**src/rtl/core/avd_pkg.sv**
```systemverilog
`default_nettype none

package avd_pkg;

    // Configuration register indexes
    typedef enum logic [1:0] {
        CFG_MODE         = 2'd0,
        CFG_CAESAR_SHIFT = 2'd1,
        CFG_KEY_LENGTH   = 2'd2,
        CFG_KEY_LETTERS  = 2'd3
    } t_cfg_index;

    localparam int CHAR_W    = 8;
    localparam int SHIFT_W   = 10;
    localparam int KLEN_W    = 4;
    localparam int LETTER_W  = 5;
    localparam int KEY_SLOTS = 10;
    localparam int KEYS_W    = LETTER_W * KEY_SLOTS;

    localparam logic [CHAR_W-1:0] CH_0_LO = 8'h30;  // '0'
    localparam logic [CHAR_W-1:0] CH_0_HI = 8'h39;  // '9'
    localparam logic [CHAR_W-1:0] CH_A_LO = 8'h61;  // 'a'
    localparam logic [CHAR_W-1:0] CH_A_HI = 8'h7A;  // 'z'
    localparam logic [CHAR_W-1:0] CH_U_LO = 8'h41;  // 'A'
    localparam logic [CHAR_W-1:0] CH_U_HI = 8'h5A;  // 'Z'

    localparam logic [5:0] MOD_DIGIT  = 6'd10;
    localparam logic [5:0] MOD_LETTER = 6'd26;

    // Shift split as s = hi*32 + lo. Tables give (hi*32) mod N and lo mod 10.
    localparam logic [4:0] MOD26_HI [32] = '{
        5'd0,  5'd6,  5'd12, 5'd18, 5'd24, 5'd4,  5'd10, 5'd16,
        5'd22, 5'd2,  5'd8,  5'd14, 5'd20, 5'd0,  5'd6,  5'd12,
        5'd18, 5'd24, 5'd4,  5'd10, 5'd16, 5'd22, 5'd2,  5'd8,
        5'd14, 5'd20, 5'd0,  5'd6,  5'd12, 5'd18, 5'd24, 5'd4
    };

    localparam logic [3:0] MOD10_HI [32] = '{
        4'd0, 4'd2, 4'd4, 4'd6, 4'd8, 4'd0, 4'd2, 4'd4,
        4'd6, 4'd8, 4'd0, 4'd2, 4'd4, 4'd6, 4'd8, 4'd0,
        4'd2, 4'd4, 4'd6, 4'd8, 4'd0, 4'd2, 4'd4, 4'd6,
        4'd8, 4'd0, 4'd2, 4'd4, 4'd6, 4'd8, 4'd0, 4'd2
    };

    localparam logic [3:0] MOD10_LO [32] = '{
        4'd0, 4'd1, 4'd2, 4'd3, 4'd4, 4'd5, 4'd6, 4'd7,
        4'd8, 4'd9, 4'd0, 4'd1, 4'd2, 4'd3, 4'd4, 4'd5,
        4'd6, 4'd7, 4'd8, 4'd9, 4'd0, 4'd1, 4'd2, 4'd3,
        4'd4, 4'd5, 4'd6, 4'd7, 4'd8, 4'd9, 4'd0, 4'd1
    };

    // (off - m) mod modulus, with off, m already below modulus
    function automatic logic [4:0] f_wrap_down(
        input logic [4:0] off,
        input logic [4:0] m,
        input logic [5:0] modulus
    );
        logic [5:0] t;
        t = {1'b0, off} + (modulus - {1'b0, m});
        if (t >= modulus) begin
            t = t - modulus;
        end
        return t[4:0];
    endfunction

endpackage

`default_nettype wire

```
**src/rtl/core/alnum_vigenere_decrypt.sv**
```systemverilog
`default_nettype none

// Channel   | Dir | Handshake                     | Payload
// ----------+-----+-------------------------------+-----------------------------------
// s_axis    | in  | s_axis_tvalid / s_axis_tready | tdata[7:0] in_char, tlast end_of_text
// m_axis    | out | m_axis_tvalid / m_axis_tready | tdata[7:0] out_char, tlast last
// cfg       | in  | i_cfg_wr_en (no wait)         | i_cfg_index, i_cfg_wdata[49:0]
//
// One byte per clock unless m_axis stalls; m_axis_tvalid is driven by the output register.
// Stage 1 registers the byte and its key shift (key position counter updates here);
// stage 2 reduces the shift mod 10 / 26 by table lookup and decodes into the output register.
// Reset (i_rst_n low, synchronous) empties both stages, clears key position, config to defaults.
// A stall on m_axis backs up through stage 1; s_axis_tready drops only when both are full.

module alnum_vigenere_decrypt #(
    parameter int KEY_MAX_LEN = 10
) (
    input  wire logic        i_clk,
    input  wire logic        i_rst_n,
    // input stream
    input  wire logic        s_axis_tvalid,
    output logic             s_axis_tready,
    input  wire logic [7:0]  s_axis_tdata,   // [7:0] in_char
    input  wire logic        s_axis_tlast,   // end_of_text
    // output stream
    output logic             m_axis_tvalid,
    input  wire logic        m_axis_tready,
    output logic [7:0]       m_axis_tdata,   // [7:0] out_char
    output logic             m_axis_tlast,   // last
    // config write port
    input  wire logic        i_cfg_wr_en,
    input  wire logic [1:0]  i_cfg_index,
    input  wire logic [49:0] i_cfg_wdata
);

    localparam logic [avd_pkg::KLEN_W-1:0] MAX_LEN = avd_pkg::KLEN_W'(KEY_MAX_LEN);
    localparam logic [avd_pkg::KLEN_W-1:0] SLOTS   = avd_pkg::KLEN_W'(avd_pkg::KEY_SLOTS);

    // ---------------- configuration registers ----------------
    logic                             r_mode;
    logic [avd_pkg::SHIFT_W-1:0]      r_caesar_shift;
    logic [avd_pkg::KLEN_W-1:0]       r_key_length;
    logic [avd_pkg::KEYS_W-1:0]       r_key_letters;

    always_ff @(posedge i_clk) begin
        if (!i_rst_n) begin
            r_mode         <= 1'b0;
            r_caesar_shift <= '0;
            r_key_length   <= avd_pkg::KLEN_W'(1);
            r_key_letters  <= '0;
        end else if (i_cfg_wr_en) begin
            unique case (avd_pkg::t_cfg_index'(i_cfg_index))
                avd_pkg::CFG_MODE:         r_mode         <= i_cfg_wdata[0];
                avd_pkg::CFG_CAESAR_SHIFT: r_caesar_shift <= i_cfg_wdata[avd_pkg::SHIFT_W-1:0];
                avd_pkg::CFG_KEY_LENGTH:   r_key_length   <= i_cfg_wdata[avd_pkg::KLEN_W-1:0];
                avd_pkg::CFG_KEY_LETTERS:  r_key_letters  <= i_cfg_wdata[avd_pkg::KEYS_W-1:0];
                default: ;
            endcase
        end
    end

    // ---------------- handshake / stage control ----------------
    logic r_v1;          // stage 1 holds a transaction
    logic r_m_valid;     // output register holds a transaction
    logic adv1;          // stage 1 may move into the output register
    logic s_accept;

    assign adv1          = !r_m_valid || m_axis_tready;
    assign s_axis_tready = !r_v1 || adv1;
    assign s_accept      = s_axis_tvalid && s_axis_tready;

    // ---------------- key position and shift select ----------------
    logic [avd_pkg::KLEN_W-1:0]   r_key_position;
    logic [avd_pkg::KLEN_W-1:0]   eff_len;
    logic [avd_pkg::KLEN_W-1:0]   pos_eff;
    logic [avd_pkg::KLEN_W-1:0]   pos_inc;
    logic [avd_pkg::KLEN_W-1:0]   n_key_position;
    logic [avd_pkg::LETTER_W-1:0] key_slot [avd_pkg::KEY_SLOTS];
    logic [avd_pkg::LETTER_W-1:0] key_letter;
    logic [avd_pkg::SHIFT_W-1:0]  shift_sel;

    always_comb begin
        for (int i = 0; i < avd_pkg::KEY_SLOTS; i++) begin
            key_slot[i] = r_key_letters[avd_pkg::LETTER_W*i +: avd_pkg::LETTER_W];
        end
    end

    always_comb begin
        // zero length acts as one, long lengths saturate
        eff_len = r_key_length;
        if (eff_len == '0) begin
            eff_len = avd_pkg::KLEN_W'(1);
        end
        if (eff_len > MAX_LEN) begin
            eff_len = MAX_LEN;
        end

        // length lowered mid-message: restart at the first letter
        pos_eff = (r_key_position >= eff_len) ? '0 : r_key_position;

        // slots past the key register read as zero shift
        key_letter = (pos_eff < SLOTS) ? key_slot[pos_eff] : '0;
        shift_sel  = r_mode ? avd_pkg::SHIFT_W'(key_letter) : r_caesar_shift;

        pos_inc        = pos_eff + avd_pkg::KLEN_W'(1);
        n_key_position = (pos_inc >= eff_len || s_axis_tlast) ? '0 : pos_inc;
    end

    always_ff @(posedge i_clk) begin
        if (!i_rst_n) begin
            r_key_position <= '0;
        end else if (s_accept) begin
            r_key_position <= n_key_position;
        end
    end

    // ---------------- stage 1 register ----------------
    logic [avd_pkg::CHAR_W-1:0]  r_char;
    logic                        r_eot;
    logic [avd_pkg::SHIFT_W-1:0] r_shift;

    always_ff @(posedge i_clk) begin
        if (!i_rst_n) begin
            r_v1 <= 1'b0;
        end else if (s_axis_tready) begin
            r_v1 <= s_axis_tvalid;
        end
    end

    always_ff @(posedge i_clk) begin
        if (s_accept) begin
            r_char  <= s_axis_tdata;
            r_eot   <= s_axis_tlast;
            r_shift <= shift_sel;
        end
    end

    // ---------------- stage 2: reduce shift, decode byte ----------------
    logic [4:0]                 sh_hi;
    logic [4:0]                 sh_lo;
    logic [5:0]                 m26_sum;
    logic [4:0]                 m26;
    logic [4:0]                 m10_sum;
    logic [4:0]                 m10;
    logic [4:0]                 lo26;
    logic                       is_digit;
    logic                       is_lower;
    logic                       is_upper;
    logic [avd_pkg::CHAR_W-1:0] dec_char;
    logic [avd_pkg::CHAR_W-1:0] off_digit;
    logic [avd_pkg::CHAR_W-1:0] off_lower;
    logic [avd_pkg::CHAR_W-1:0] off_upper;

    always_comb begin
        sh_hi = r_shift[9:5];
        sh_lo = r_shift[4:0];

        lo26    = (sh_lo >= 5'd26) ? sh_lo - 5'd26 : sh_lo;
        m26_sum = {1'b0, avd_pkg::MOD26_HI[sh_hi]} + {1'b0, lo26};
        m26     = (m26_sum >= avd_pkg::MOD_LETTER) ? 5'(m26_sum - avd_pkg::MOD_LETTER)
                                                   : m26_sum[4:0];

        m10_sum = {1'b0, avd_pkg::MOD10_HI[sh_hi]} + {1'b0, avd_pkg::MOD10_LO[sh_lo]};
        m10     = (m10_sum >= 5'd10) ? m10_sum - 5'd10 : m10_sum;

        is_digit = (r_char >= avd_pkg::CH_0_LO) && (r_char <= avd_pkg::CH_0_HI);
        is_lower = (r_char >= avd_pkg::CH_A_LO) && (r_char <= avd_pkg::CH_A_HI);
        is_upper = (r_char >= avd_pkg::CH_U_LO) && (r_char <= avd_pkg::CH_U_HI);

        off_digit = r_char - avd_pkg::CH_0_LO;
        off_lower = r_char - avd_pkg::CH_A_LO;
        off_upper = r_char - avd_pkg::CH_U_LO;

        if (is_digit) begin
            dec_char = avd_pkg::CH_0_LO + avd_pkg::CHAR_W'(
                avd_pkg::f_wrap_down(off_digit[4:0], m10, avd_pkg::MOD_DIGIT));
        end else if (is_lower) begin
            dec_char = avd_pkg::CH_A_LO + avd_pkg::CHAR_W'(
                avd_pkg::f_wrap_down(off_lower[4:0], m26, avd_pkg::MOD_LETTER));
        end else if (is_upper) begin
            dec_char = avd_pkg::CH_U_LO + avd_pkg::CHAR_W'(
                avd_pkg::f_wrap_down(off_upper[4:0], m26, avd_pkg::MOD_LETTER));
        end else begin
            dec_char = r_char;   // not alphanumeric: pass through
        end
    end

    // ---------------- output register ----------------
    logic [avd_pkg::CHAR_W-1:0] r_out_char;
    logic                       r_out_last;

    always_ff @(posedge i_clk) begin
        if (!i_rst_n) begin
            r_m_valid <= 1'b0;
        end else if (adv1) begin
            r_m_valid <= r_v1;
        end
    end

    always_ff @(posedge i_clk) begin
        if (adv1 && r_v1) begin
            r_out_char <= dec_char;
            r_out_last <= r_eot;
        end
    end

    assign m_axis_tvalid = r_m_valid;
    assign m_axis_tdata  = r_out_char;
    assign m_axis_tlast  = r_out_last;

    // ---------------- assertions ----------------
    a_pos_below_len: assert property (@(posedge i_clk) disable iff (!i_rst_n)
        s_accept |=> (r_key_position < $past(eff_len)))
        else $error("key position not below effective key length");

    a_pos_clear_eot: assert property (@(posedge i_clk) disable iff (!i_rst_n)
        (s_accept && s_axis_tlast) |=> (r_key_position == '0))
        else $error("key position not cleared after end of text");

    a_backpressure: assert property (@(posedge i_clk) disable iff (!i_rst_n)
        (r_v1 && r_m_valid && !m_axis_tready) |-> !s_axis_tready)
        else $error("input accepted while both stages are full and stalled");

    a_passthrough: assert property (@(posedge i_clk) disable iff (!i_rst_n)
        (r_v1 && adv1 && !is_digit && !is_lower && !is_upper)
            |=> (m_axis_tdata == $past(r_char)))
        else $error("non-alphanumeric byte altered");

endmodule

`default_nettype wire
```
**config.mk**
```make
export PLATFORM = sky130hd
export DESIGN_NAME = alnum_vigenere_decrypt
export DESIGN_NICKNAME = d
export VERILOG_FILES = /design/src/rtl/core/avd_pkg.sv /design/src/rtl/core/alnum_vigenere_decrypt.sv
export SDC_FILE = /design/constraint.sdc
export NUM_CORES = 1
export LEC_CHECK = 0
export BUFFER_PORTS_ARGS = -buffer_cell sky130_fd_sc_hd__buf_2
export CAP_MARGIN = 40
export CORE_MARGIN = 4
export CORE_UTILIZATION = 50
export CTS_BUF_LIST = sky130_fd_sc_hd__clkbuf_8
export DETAILED_ROUTE_END_ITERATION = 8
export PLACE_DENSITY = 0.73
export RECOVER_POWER = 25
export SETUP_SLACK_MARGIN = 0.02
export SLEW_MARGIN = 20
export SYNTH_ARGS = -nofsm -noshare
export SYNTH_HDL_FRONTEND = slang
export SYNTH_SLANG_ARGS = --single-unit
```
**constraint.sdc**
```tcl
create_clock -name i_clk -period 5.74 [get_ports i_clk]
set_clock_uncertainty 0.2 [all_clocks]
set_input_delay 0.287 -clock i_clk [delete_from_list [all_inputs] [get_ports i_clk]]
set_output_delay 0.287 -clock i_clk [all_outputs]
set_load 0.005 [all_outputs]
```
## Yosys cells after proc, flatten, opt, wreduce, memory -nomap -nowiden

Memory sizes are Yosys's and may differ from the RTL's.
Cells that the tools add are included.
Widths: inputs -> output; s select.

| word-level totals | value |
|---|---|
| register bits | 99 |
| ROM bits | 416 |
| input port bits | 66 |
| output and inout port bits | 11 |
| logic and storage cells | 107 |
| memories kept | 3 |

| operators by class | value |
|---|---|
| add/sub/neg operators | 20 |
| magnitude comparators | 19 |
| equality and inequality tests | 3 |
| mux-type cells | 30 |
| bitwise gates (word level) | 3 |
| reduce and logical (&&, ||, !) cells | 16 |

Memories:

| name | depth | bits a word | read ports | clocked after memory_dff | wr ports | RTL line | text |
|---|---|---|---|---|---|---|---|
| (name not given) | 32 | 5 | 1 | 0 | 0 | alnum_vigenere_decrypt.sv:159 | `m26_sum = {1'b0, avd_pkg::MOD26_HI[sh_hi]} + {1'b0, lo26};` |
| (name not given) | 32 | 4 | 1 | 0 | 0 | alnum_vigenere_decrypt.sv:163 | `m10_sum = {1'b0, avd_pkg::MOD10_HI[sh_hi]} + {1'b0, avd_pkg::MOD10_LO[sh_lo]};` |
| (name not given) | 32 | 4 | 1 | 0 | 0 | alnum_vigenere_decrypt.sv:163 |  |

Operators by type and width:

| cell | count |
|---|---|
| $mux 5 | 18 |
| $mux 4 | 8 |
| $sub 5x5->5 const B | 5 |
| $mux 8 | 3 |
| $bmux 5 s4 | 1 |
| $add 5x6->6 | 3 |
| $ge 6x5->1 const B | 3 |
| $add 7x5->8 const A | 2 |
| $ge 8x7->1 const B | 2 |
| $le 8x7->1 const B | 2 |
| $ge 6x6->1 const B | 2 |
| $not 5->6 | 2 |
| $ge 5x5->1 const B | 2 |
| $sub 5x1->5 const B | 2 |
| $sub 5x4->5 const B | 2 |
| $ge 4x4->1 | 2 |
| $ge 8x6->1 const B | 1 |
| $le 8x6->1 const B | 1 |
| $reduce_and 2->1 | 4 |
| $add 6x5->7 const A | 1 |
| $add 5x5->6 | 1 |
| $ge 6x4->1 const B | 1 |
| $sub 4x5->6 const A | 1 |
| $sub 5x5->6 const A | 1 |
| other kinds (13) | 21 |

## Longest topological paths before layout

Gate-level depths: netlist of the first run.

| logic depth | value |
|---|---|
| depth after elaboration | 18 |
| gate-level depth with buffers | 34 |
| gate-level depth less buffers | 32 |

## Worst setup path after synthesis of the first run

OpenSTA, ideal clock, no wires.

| timing path | value |
|---|---|
| kind | register to register |
| from | register r_shift[6] (netlist name) |
| to | register r_out_char (netlist bit m_axis_tdata[4]) (data pin) |
| setup time | 261 ps |
| data arrival time | 5,814 ps |
| data required time | 5,279 ps |
| path slack | -534 ps |
| stages on the path, launching flop included | 32 |
| path buffers | 2 |
| period minus slack after synthesis | 6,274 ps |
| path through | edfxtp_1 -> clkbuf_1 -> inv_1 -> ha_1 -> or3_1 -> o21ai_0 -> a21oi_1 -> nand2_1 -> o21ai_0 -> ha_1 -> inv_1 -> fa_1 -> buf_2 -> nand2b_1 -> a221o_1 -> or2_2 -> a22o_1 -> nor2b_1 -> mux2i_1 -> a311o_1 -> a2bb2oi_1 -> ha_1 -> xor2_1 -> nor3_1 -> nor2b_1 -> mux2_4 -> xnor2_1 -> ha_1 -> nand2_1 -> mux2i_1 -> a211o_1 -> nand3_1 |

| between the ends | value |
|---|---|
| word-level cells in the longest chain between the ends | 18 |
| elaborated cells between the ends (all ways) | 41 |
| those cells by class | add/sub: 15; order compare: 5; mux: 18; bitwise: 1; memory: 2 |

RTL lines:

| element | RTL line | text |
|---|---|---|
| from (decl) | alnum_vigenere_decrypt.sv:120 | `logic [avd_pkg::SHIFT_W-1:0] r_shift;` |
| from (signal assigned) | alnum_vigenere_decrypt.sv:134 | `r_shift <= shift_sel;` |
| $not 5->6 (not written as such) (*) | alnum_vigenere_decrypt.sv:159, alnum_vigenere_decrypt.sv:163 |  |
| $mem_v2 32x5 | -- |  |
| $mux 5 (not written as such) (2 in a row) | alnum_vigenere_decrypt.sv:159 |  |
| $add 5x5->6 | alnum_vigenere_decrypt.sv:159 |  |
| $sub 5x5->5 or $ge 6x5->1 (tied branches) | alnum_vigenere_decrypt.sv:160 | `m26 = (m26_sum >= avd_pkg::MOD_LETTER) ? 5'(m26_sum - avd_pkg::MOD_LETTER)` |
| $mux 5 | alnum_vigenere_decrypt.sv:160 |  |
| $sub 5x5->6 | avd_pkg.sv:59 | `t = {1'b0, off} + (modulus - {1'b0, m});` |
| $add 5x6->6 | avd_pkg.sv:59 |  |
| (+2 left out) | -- |  |
| $mux 5 | alnum_vigenere_decrypt.sv:180 | `end else if (is_upper) begin` |
| $mux 5 | alnum_vigenere_decrypt.sv:177 | `end else if (is_lower) begin` |
| $mux 5 | alnum_vigenere_decrypt.sv:174 | `if (is_digit) begin` |
| $add 7x5->8 | alnum_vigenere_decrypt.sv:181 | `dec_char = avd_pkg::CH_U_LO + avd_pkg::CHAR_W'(` |
| $mux 8 | alnum_vigenere_decrypt.sv:180 |  |
| $mux 8 | alnum_vigenere_decrypt.sv:177 |  |
| $mux 8 (*) | alnum_vigenere_decrypt.sv:174 |  |
| net dec_char (one bit) | alnum_vigenere_decrypt.sv:149 | `logic [avd_pkg::CHAR_W-1:0] dec_char;` |
| to (signal assigned) | alnum_vigenere_decrypt.sv:202 | `r_out_char <= dec_char;` |
| to (decl) | alnum_vigenere_decrypt.sv:189 | `logic [avd_pkg::CHAR_W-1:0] r_out_char;` |

The timed path passes the listed nets; every way through them passes the cells marked *. The select of a mux whose other input is x is not followed.
A chain may end at the register's enable or synchronous reset.

## Worst setup path after layout of the first run

| timing path | value |
|---|---|
| from | register r_shift[6] (netlist name) |
| to | register r_out_char (netlist bit m_axis_tdata[2]) (data pin) |

Same word-level chain as after synthesis.

==> run metrics, run 1 <==
Port Buffer Count 76; Starting DRT DRC Count 293; # clock sinks 99; CP most frequent cell ha_2; setup tns final -0.0852 ns; Unique masters post-synth 60; Syn Nets 912; Post-Layout Inst Area 0.00844 mm²; final setup margin -0.0592 ns; RSZ-0062 raised after global routing true; RePlAce Congestion 0.903; initial antenna violation count 0; Slew headroom 45.0%; hold depth 3; Critical-path top delay cell edfxtp_1; worst-margin pin slew 0.805 ns; share of cells above drive strength 1 20.0%; Lkg Pwr 3.45 nW; CTS Root Cell clkbuf_8; placement row count 41; Placed Area 0.00748 mm²; synthesis-stage register bit count 99; number of warning messages in the yosys log 0; IO Count 77; vias per cell 5.32; placed cell count 1056; fin cells 1139; Setup crit start kind flip-flop; Cells after Synth 793; EDFF count, synth 28; first-pass GRT wire length 27.7 mm; max layer used met4; met2 routed wirelength 8.18 mm; Die W 122 µm; starting density of the core 51.4%; largest net degree at the start of global routing 43; critical path fanouts, max 6; met1 wire length 7.15 mm; HP Class input pin to flip-flop; r2r worst-path depth 30; Max VDD drop 0.000275 V; syn avg cell area 8.25 µm²; All-Layer GR Usage 22.6%; r2r endpoint m_axis_tdata[2]; die area 0.0150 mm²; Routed wire per std cell 14.3 µm; met3 wire length 672 µm; worst skew pair latency 0.39 ns; chip height 122 µm; count of pins over their slew limit 0; core area 0.0127 mm²; Hold Vio Cnt, Final 0; detailed-route via count 6054; period utilization 101%; htree depth 3; # fillers 1057; run status finished with violations; DRC violations left 0; Max Cap Viol 0; Pwr Total 2.97 mW; Hold Startpoint m_axis_tready; Area Growth Syn to Fin 29.0%; nets 1081; most common cell after layout, fill and taps aside nand2_1; Hold EP m_axis_tvalid; Post-Syn Area 0.00655 mm²; arrival time worst endpoint 5.72 ns; reg2reg setup slack -0.06 ns; CTS tree yes; DP Wirelength 11.1 mm; Worst-path clk slew 0.09 ns; crit path kind flip-flop to flip-flop; # setup viols final 2; asr flop ratio synth 0%; vias in the first global route 6125; drt first pass iters 5; worst path bufs/invs 4; endpoint class of the critical path flip-flop; CP delay by family, top adder cells; Main synth FF type dfxtp_1; fin crit period 5.80 ns; Seq/Total Area, Yosys 34.6%; grt ovf 0; largest stage delay on the critical path 0.47 ns; r2r startpoint r_shift[6]; CTS buffer count 9; Post-Route WL 16.2 mm; most frequent cells in the layout 190 x nand2_1, 71 x dfxtp_1, 69 x buf_2; PwrDens 352 mW/mm²; failing checks negative setup slack; post-route ant nets 0; Max Root-Sink Buffers 2; # diodes 0; Achievable Freq 172 MHz; Crit path required time 5.66 ns
state kept, by name, indices dropped and copies added, names as in the netlist:
register and cells:
r_key_position 4, r_shift 10, r_eot 1, m_axis_tvalid 1, m_axis_tdata 8, r_key_letters 50
m_axis_tlast 1, r_mode 1, r_caesar_shift 10, r_char 8, r_key_length 4, r_v1 1
report_power, final:
group / internal [mW] / leakage, nW / switching, mW
clock: 0.182 / 0.0958 / 0.245
combinational: 0.888 / 2.50 / 0.870
sequential: 0.764 / 0.852 / 0.0209
total: 1.83 / 3.45 / 1.14
per-layer routing:
metal | vias up | GRT usage [%]
li1 | 3097 | -
met5 | - | 0
met1 | 2789 | 27.5
met2 | 148 | 40.6
met3 | 20 | 3.73
met4 | 0 | 7.63
timing repair:
| action | 4_1_cts | 5_1_grt |
|---|---|---|
| hold buffers | 60 | 0 |
| setup buffers | 4 | 3 |
| pin swaps | 8 | 7 |
| setup endpoints to repair | 7 | 7 |
| hold endpoints to repair | 70 | 0 |
| resized for setup | 14 | 14 |
Yosys cell counts (all sizes together), types with 7 or more instances:
library cell | n | area [µm²]
a211oi | 8 | 65.1
a21boi | 63 | 473
a21o | 16 | 120
a21oi | 34 | 170
a221oi | 8 | 70.1
a31oi | 11 | 83.8
clkbuf | 34 | 128
dfxtp | 71 | 1420
edfxtp | 28 | 841
ha | 49 | 613
inv | 42 | 158
mux2i | 19 | 190
nand2 | 190 | 713
nand2b | 7 | 43.8
nand3 | 17 | 85.1
nor2 | 42 | 158
nor2b | 24 | 150
nor3 | 10 | 50.1
o21ai | 20 | 100
o221ai | 7 | 61.3
xnor2 | 19 | 166
xor2 | 8 | 77.6
worst max-delay path by stage:
stage | to | slack, ns | start | cells after the start
2_1_floorplan | m_axis_tdata[4] | -0.12 | r_shift[6] | 32
3_3_place_gp | m_axis_tdata[4] | -0.07 | r_shift[6] | 32
3_5_place_dp | m_axis_tdata[4] | -0.25 | r_shift[6] | 32
4_1_cts | m_axis_tdata[4] | -0.03 | r_shift[6] | 30
5_1_grt | m_axis_tdata[2] | -0.46 | r_shift[6] | 32
6_report | m_axis_tdata[2] | -0.06 | r_shift[6] | 30
layout make-up:
class / count / area (µm²) / area share (%)
well taps: 172 / 215 / 2.55
multi-input cells: 615 / 4170 / 49.4
repair buffers: 195 / 1450 / 17.1
clock buffers: 11 / 151 / 1.79
inverters: 42 / 160 / 1.90
clock inverters: 5 / 36.3 / 0.430
flip-flops and latches: 99 / 2260 / 26.8
worst reg2reg max path, delay by kind of cell, from the launching register on:
family / cells / cell delay [ns]
flops: 1 / 0.47
fa+ha+maj: 6 / 1.29
buf+inv: 4 / 0.44
mux: 2 / 0.45
simple gates: 7 / 1.01
compound gates: 8 / 1.24
xor+xnor: 3 / 0.45
stage by stage:
stage	utilization, %	setup WS [ns]	hold slack, ns
floorplan	-	-0.120	0.186
global placement	58.6	-0.0743	0.203
detailed placement	58.8	-0.248	0.206
CTS	65.8	-0.0319	0.0353
global route	66.4	-0.461	0.0825
finish	66.4	-0.0592	0.0575
logic make-up after synthesis:
logic type	Yosys count	share of synthesized area (%)
XOR/XNOR	27	3.73
AO/OA/AOI/OAI	193	20.9
multiplexers	25	4.40
adder cells (fa/ha/maj)	54	10.7
AND/OR/NAND/NOR	316	21.1
buffers and inverters	79	4.57
flip-flops	99	34.6
No activity file was read; power rests on OpenSTA's default activity.
==> inputs of run 2 (changes only) <==
--- a/config.mk
+++ b/config.mk
@@ -11,10 +11,12 @@
 export CORE_UTILIZATION = 50
 export CTS_BUF_LIST = sky130_fd_sc_hd__clkbuf_8
 export DETAILED_ROUTE_END_ITERATION = 8
+export HOLD_SLACK_MARGIN = 0.1
 export PLACE_DENSITY = 0.73
 export RECOVER_POWER = 25
 export SETUP_SLACK_MARGIN = 0.02
-export SLEW_MARGIN = 20
+export SKIP_CTS_REPAIR_TIMING = 1
+export SLEW_MARGIN = 10
 export SYNTH_ARGS = -nofsm -noshare
 export SYNTH_HDL_FRONTEND = slang
 export SYNTH_SLANG_ARGS = --single-unit
==> run 2 against run 1 <==
The run still ends with negative setup slack left. Combinational power is 3% higher. Global-route usage down 2.5 points. Wire length up 0.36%. Total power up 2.2%. First-iteration DRC count grew 25%. Hold slack improved by 0.094 ns. Die area unchanged. Largest power group unchanged.
==> run metrics, run 2 (synthesis gave the netlist of run 1 again) <==
HP Class input pin to flip-flop (unchanged); most common cell after layout, fill and taps aside nand2_1 (unchanged); critical path fanouts, max 5 (was 6); CTS tree yes (unchanged); final setup margin -0.108 ns (was -0.0592 ns); largest stage delay on the critical path 0.48 ns (was 0.47 ns); max reg flops 50 (unchanged); worst-margin pin slew 0.814 ns (was 0.805 ns); detailed-route via count 6080 (was 6054); Achievable Freq 171 MHz (was 172 MHz); area of the multi-input gates 0.00419 mm² (was 0.00417 mm²); PwrDens 359 mW/mm² (was 352 mW/mm²); met1 wire length 7.22 mm (was 7.15 mm); Biggest register r_key_letters (unchanged); die area 0.0150 mm² (unchanged); worst skew pair latency 0.38 ns (was 0.39 ns); Routed wire per std cell 14.3 µm (about the same); Slew headroom 44.3% (was 45.0%); Crit path required time 5.66 ns (about the same); htree depth 3 (unchanged); Starting DRT DRC Count 365 (was 293); placed cell count 1056 (unchanged); Net Sw Power 1.16 mW (was 1.14 mW); # fillers 1042 (was 1057); met2 routed wirelength 8.01 mm (was 8.18 mm); Flop pwr share 25.9% (was 26.4%); Port Buffer Count 76 (unchanged); Worst-path clk slew 0.09 ns (about the same); IO Count 77 (unchanged); CTS buffer count 9 (unchanged); reg2reg setup slack -0.11 ns (was -0.06 ns); Max Cap Viol 0 (unchanged); Post-Place Setup Slack -0.248 ns (unchanged); # setup viols final 5 (was 2); max layer used met4 (unchanged); internal power 1.87 mW (was 1.83 mW); CTS Root Cell clkbuf_8 (unchanged); All-Layer GR Usage 20.2% (was 22.6%); failing checks negative setup slack (unchanged); fin cells 1139 (unchanged); placement row count 41 (unchanged); met3 wire length 692 µm (was 672 µm); Die W 122 µm (unchanged); core area 0.0127 mm² (unchanged); Post-Route WL 16.3 mm (was 16.2 mm); clock power share 14.1% (was 14.4%); # clock sinks 99 (unchanged); Max VDD drop 0.000278 V (was 0.000275 V); Lkg Pwr 3.45 nW (about the same); drt first pass iters 6 (was 5); first-pass GRT wire length 24.8 mm (was 27.7 mm); endpoint class of the critical path flip-flop (unchanged); Top Registers r_key_letters (50), r_caesar_shift (10), r_shift (10) (unchanged); Area Growth Syn to Fin 29.3% (was 29.0%); grt ovf 0 (unchanged); count of pins over their slew limit 0 (unchanged); chip height 122 µm (unchanged); Hold Vio Cnt, Final 0 (unchanged); initial antenna violation count 1 (was 0); crit path kind flip-flop to flip-flop (unchanged); starting density of the core 51.4% (unchanged); DRC violations left 0 (unchanged); RSZ-0062 raised after global routing true (unchanged); Critical-path top delay cell edfxtp_1 (unchanged); sw frac 38.3% (was 38.2%); run status finished with violations (unchanged); CP most frequent cell buf_4 (was ha_2); post-route ant nets 0 (unchanged); Register Area 0.00226 mm² (unchanged); arrival time worst endpoint 5.77 ns (was 5.72 ns); vias in the first global route 5554 (was 6125); nets 1080 (was 1081); most frequent cells in the layout 190 x nand2_1, 71 x dfxtp_1, 69 x buf_2 (unchanged); period utilization 102% (was 101%); Gate power share 60.1% (was 59.2%); RePlAce Congestion 0.903 (unchanged); share of cells above drive strength 1 19.8% (was 20.0%); Max Root-Sink Buffers 2 (unchanged); Setup crit start kind flip-flop (unchanged); vias per cell 5.34 (was 5.32); DP Wirelength 11.1 mm (unchanged); fin crit period 5.85 ns (was 5.80 ns); largest net degree at the start of global routing 43 (unchanged)
==> run 2: cell type report <==
type                            count  share of cell area (%)
Inverter                           42                    1.89
Sequential cell                    99                    26.7
Antenna cell                        1                  0.0296
Clock inverter                      5                   0.429
Timing Repair Buffer              194                    17.1
Multi-Input combinational cell    615                    49.5
Clock buffer                       11                    1.79
Tap cell                          172                    2.54
==> run 2: path summary, 6_finish.rpt <==
check / start / endpoint / cells after the start
worst max register to register: r_shift[6] / m_axis_tdata[2] / 29
worst min register to register: r_eot / m_axis_tlast / 0
worst max-delay path: r_shift[6] / m_axis_tdata[2] / 29
worst min-delay path: i_rst_n / r_key_length[0] / 2
==> run 2: per-layer routing <==
layer | GRT usage, % | vias to the layer above
li1 | - | 3095
met1 | 26.1 | 2804
met2 | 34.0 | 149
met3 | 3.46 | 32
met4 | 7.07 | 0
met5 | 0 | -
==> run 2: power by group through the flow <==
stage | Sequential, mW | Clock, mW | Combinational [mW]
finish | 0.785 | 0.427 | 1.82
global route | 0.790 | 0.458 | 2.00
CTS | 0.785 | 0.436 | 1.49
detailed placement | 0.801 | 0 | 1.48
global placement | 0.799 | 0 | 1.44
floorplan | 0.796 | 0 | 1.05
==> run 2: metrics by stage <==
stage / total power [mW] / setup TNS, ns / instance area, µm² / hold WS [ns] / util, %
2_1_floorplan: 1.85 / -0.159 / 6620 / 0.186 / -
3_3_place_gp: 2.24 / -0.101 / 7450 / 0.203 / 58.6
3_5_place_dp: 2.28 / -1.01 / 7480 / 0.206 / 58.8
4_1_cts: 2.71 / -1.12 / 7670 / -0.146 / 60.3
5_1_grt: 3.25 / -2.58 / 8460 / 0.165 / 66.5
6_report: 3.04 / -0.398 / 8460 / 0.152 / 66.5
==> run 2: worst max-delay path: cells and delay by family, from the launching register on <==
family / cells / cell delay (ns)
flip-flops: 1 / 0.48
adder cells (fa/ha/maj): 5 / 1.02
AND/OR/NAND/NOR: 6 / 0.74
multiplexers: 2 / 0.44
XOR/XNOR: 3 / 0.45
AO/OA/AOI/OAI: 8 / 1.51
buffers and inverters: 5 / 0.74
==> inputs of run 3 (changes only) <==
--- a/config.mk
+++ b/config.mk
@@ -5,6 +5,7 @@
 export SDC_FILE = /design/constraint.sdc
 export NUM_CORES = 1
 export LEC_CHECK = 0
+export ABC_AREA = 1
 export BUFFER_PORTS_ARGS = -buffer_cell sky130_fd_sc_hd__buf_2
 export CAP_MARGIN = 40
 export CORE_MARGIN = 4
==> run 3 against run 2 <==
The flow finishes with violations (max-capacitance violations, max-slew violations). Die area decreased by 3.0%. Wire length decreased by 9.2%. Final cell count increased by 1.7%. Via count decreased by 1.8%. Utilization decreased by 2.4 points. First-iteration DRC count decreased by 2.2%. Hold slack got worse by 0.054 ns. Global-route usage decreased by 1.0 points. Count of clock-buffer cells in the layout decreased by 2. Register-to-register slack improved by 0.50 ns. Largest power group unchanged. Highest routed layer unchanged.
==> run metrics, run 3 <==
run status finished with violations (unchanged); failing checks max-capacitance violations, max-slew violations (was negative setup slack); DRC violations left 0 (unchanged); chip height 121 µm (was 122 µm); Lkg Pwr 3.40 nW (was 3.45 nW); IO Count 77 (unchanged); Crit path required time 5.67 ns (was 5.66 ns); Starting DRT DRC Count 357 (was 365); detailed-route via count 5969 (was 6080); htree depth 3 (unchanged); post-synthesis mux area share 0% (was 4.40%); internal power 1.67 mW (was 1.87 mW); # diodes 0 (was 1); max reg flops 50 (unchanged); met3 wire length 608 µm (was 692 µm); Post-Synth Simple-Gate Area 15.7% (was 21.1%); Gate power share 59.1% (was 60.1%); Compound-Gate Fraction of Synth Area 24.2% (was 20.9%); number of warning messages in the yosys log 0 (unchanged); Slew headroom -43.3% (was 44.3%); Max Root-Sink Buffers 2 (unchanged); die area 0.0145 mm² (was 0.0150 mm²); placed cell count 1074 (was 1056); fin cells 1158 (was 1139); worst-margin pin slew 2.15 ns (was 0.814 ns); endpoint class of the critical path flip-flop (unchanged); largest net degree at the start of global routing 101 (was 43); Max VDD drop 0.000302 V (was 0.000278 V); Flop pwr share 27.6% (was 25.9%); Setup crit start kind flip-flop (unchanged); syn avg cell area 7.48 µm² (was 8.25 µm²); met2 routed wirelength 7.56 mm (was 8.01 mm); fin crit period 5.35 ns (was 5.85 ns); top cells by area, synth dfxtp_1 22%, edfxtp_1 13%, o21ai_0 10% (was dfxtp_1 22%, edfxtp_1 13%, nand2_1 11%); largest family of logic cells by synthesized area compound AO/OA/AOI/OAI gates (was simple AND/OR/NAND/NOR gates); max layer used met4 (unchanged); Area Growth Syn to Fin 23.6% (was 29.3%); nets 1104 (was 1080); Placed Area 0.00691 mm² (was 0.00748 mm²); most common cell after layout, fill and taps aside inv_1 (was nand2_1); # clock sinks 99 (unchanged); count of pins over their slew limit 66 (was 0); Critical-path top delay cell fa_1 (was edfxtp_1); CTS tree yes (unchanged); met1 wire length 6.25 mm (was 7.22 mm); final core occ 64.1% (was 66.5%); Net Sw Power 1.27 mW (was 1.16 mW); reg2reg setup slack 0.39 ns (was -0.11 ns); crit path kind flip-flop to flip-flop (unchanged); setup tns final 0 ns (was -0.398 ns); initial antenna violation count 0 (was 1); HP Class input pin to flip-flop (unchanged); CP delay by family, top simple AND/OR/NAND/NOR gates (was compound AO/OA/AOI/OAI gates); vias per cell 5.15 (was 5.34); DP Wirelength 10.2 mm (was 11.1 mm); placement row count 40 (was 41); PwrDens 375 mW/mm² (was 359 mW/mm²); area leader, netlist dfxtp_1 (unchanged); vias in the first global route 5257 (was 5554); sw frac 43.2% (was 38.3%); Top Registers r_key_letters (50), r_caesar_shift (10), r_shift (10) (unchanged); Cells after Synth 847 (was 793); All-Layer GR Usage 19.1% (was 20.2%); period utilization 93.1% (was 102%); post-route ant nets 0 (unchanged); clock power share 13.4% (was 14.1%); Post-Route WL 14.8 mm (was 16.3 mm); asr flop ratio synth 0% (unchanged); synth cell count leaders 148 x inv_1, 131 x o21ai_0, 118 x a21oi_1 (was 190 x nand2_1, 71 x dfxtp_1, 63 x a21boi_0); drt first pass iters 5 (was 6); CTS Root Cell clkbuf_8 (unchanged); most common cell in the netlist inv_1 (was nand2_1); Seq/Total Area, Yosys 35.7% (was 34.6%); most frequent cells in the layout 145 x inv_1, 124 x o21ai_0, 116 x a21oi_1 (was 190 x nand2_1, 71 x dfxtp_1, 69 x buf_2); Achievable Freq 187 MHz (was 171 MHz); share of cells above drive strength 1 16.0% (was 19.8%); Max Cap Viol 1 (was 0); # fillers 1053 (was 1042); Port Buffer Count 76 (unchanged); grt ovf 0 (unchanged); post-synth top area share 22.4% (was 21.7%); CTS buffer count 9 (unchanged); # setup viols final 0 (was 5); Unique masters post-synth 47 (was 60); Post-Layout Inst Area 0.00783 mm² (was 0.00846 mm²); worst path bufs/invs 5 (unchanged); Worst-path clk slew 0.09 ns (about the same); largest stage delay on the critical path 0.49 ns (was 0.48 ns); core area 0.0122 mm² (was 0.0127 mm²); Syn Nets 966 (was 912); critical path fanouts, max 5 (unchanged); Post-Syn Area 0.00633 mm² (was 0.00655 mm²); xor and xnor area share after synthesis 2.63% (was 3.73%); RePlAce Congestion 0.846 (was 0.903); starting density of the core 51.9% (was 51.4%); first-pass GRT wire length 23.1 mm (was 24.8 mm); worst skew pair latency 0.38 ns (about the same); Die W 121 µm (was 122 µm); Routed wire per std cell 12.8 µm (was 14.3 µm); EDFF count, synth 28 (unchanged); Main synth FF type dfxtp_1 (unchanged); RSZ-0062 raised after global routing true (unchanged); Post-Synth Adder-Cell Area 10.9% (was 10.7%); arrival time worst endpoint 5.28 ns (was 5.77 ns); synthesis-stage register bit count 99 (unchanged); Hold Vio Cnt, Final 0 (unchanged); Biggest register r_key_letters (unchanged)
==> run 3: worst min-delay path, stage by stage <==
cell	delay, ns
buf_2	0.14
nor3_1	0.08
nand2_1	0.05
nand3_1	0.06
==> run 3: final cells by class <==
class	count	area, µm²	share of cell area, %
timing repair buffer	157	1130	14.5
sequential	99	2260	28.9
tap	168	210	2.68
clock buffer	9	124	1.58
clock inverter	7	36.3	0.463
inverter	152	571	7.29
multi-input combinational	566	3490	44.6
==> run 3: power by group through the flow <==
stage / clock (mW) / sequential, mW / combinational, mW
floorplan: 0 / 0.821 / 1.27
global route: 0.429 / 0.816 / 1.98
finish: 0.393 / 0.810 / 1.74
CTS: 0.401 / 0.809 / 1.58
detailed placement: 0 / 0.825 / 1.57
global placement: 0 / 0.823 / 1.54
==> run 3: final timing paths <==
| kind | from | end | depth (start not counted) |
|---|---|---|---|
| hold / removal | i_cfg_index[0] | r_key_length[0] | 4 |
| setup / recovery | r_shift[6] | m_axis_tdata[1] | 32 |
| setup reg to reg | r_shift[6] | m_axis_tdata[1] | 32 |
| hold reg to reg | r_key_letters[16] | r_key_letters[16] | 2 |
==> run 3: kinds of logic after synthesis <==
family	after synthesis
compound gates	285
xor+xnor	19
fa+ha+maj	53
buf+inv	182
flops	99
simple gates	209
==> run 3: per-stage QoR <==
step,hold slack [ns],worst slack [ns],power (mW)
final,0.0981,0.394,2.94
after global routing,0.112,-0.0487,3.22
after CTS,-0.143,0.0787,2.79
after detailed placement,0.233,0.0874,2.40
after global placement,0.203,0.239,2.37
after floorplan,0.186,0.356,2.09
==> run 3: metal layers <==
metal  global-route usage, %  vias up
met1                    23.3     2675
met5                       0        -
met4                    6.94        0
met2                    33.8      153
li1                        -     3110
met3                    3.27       31
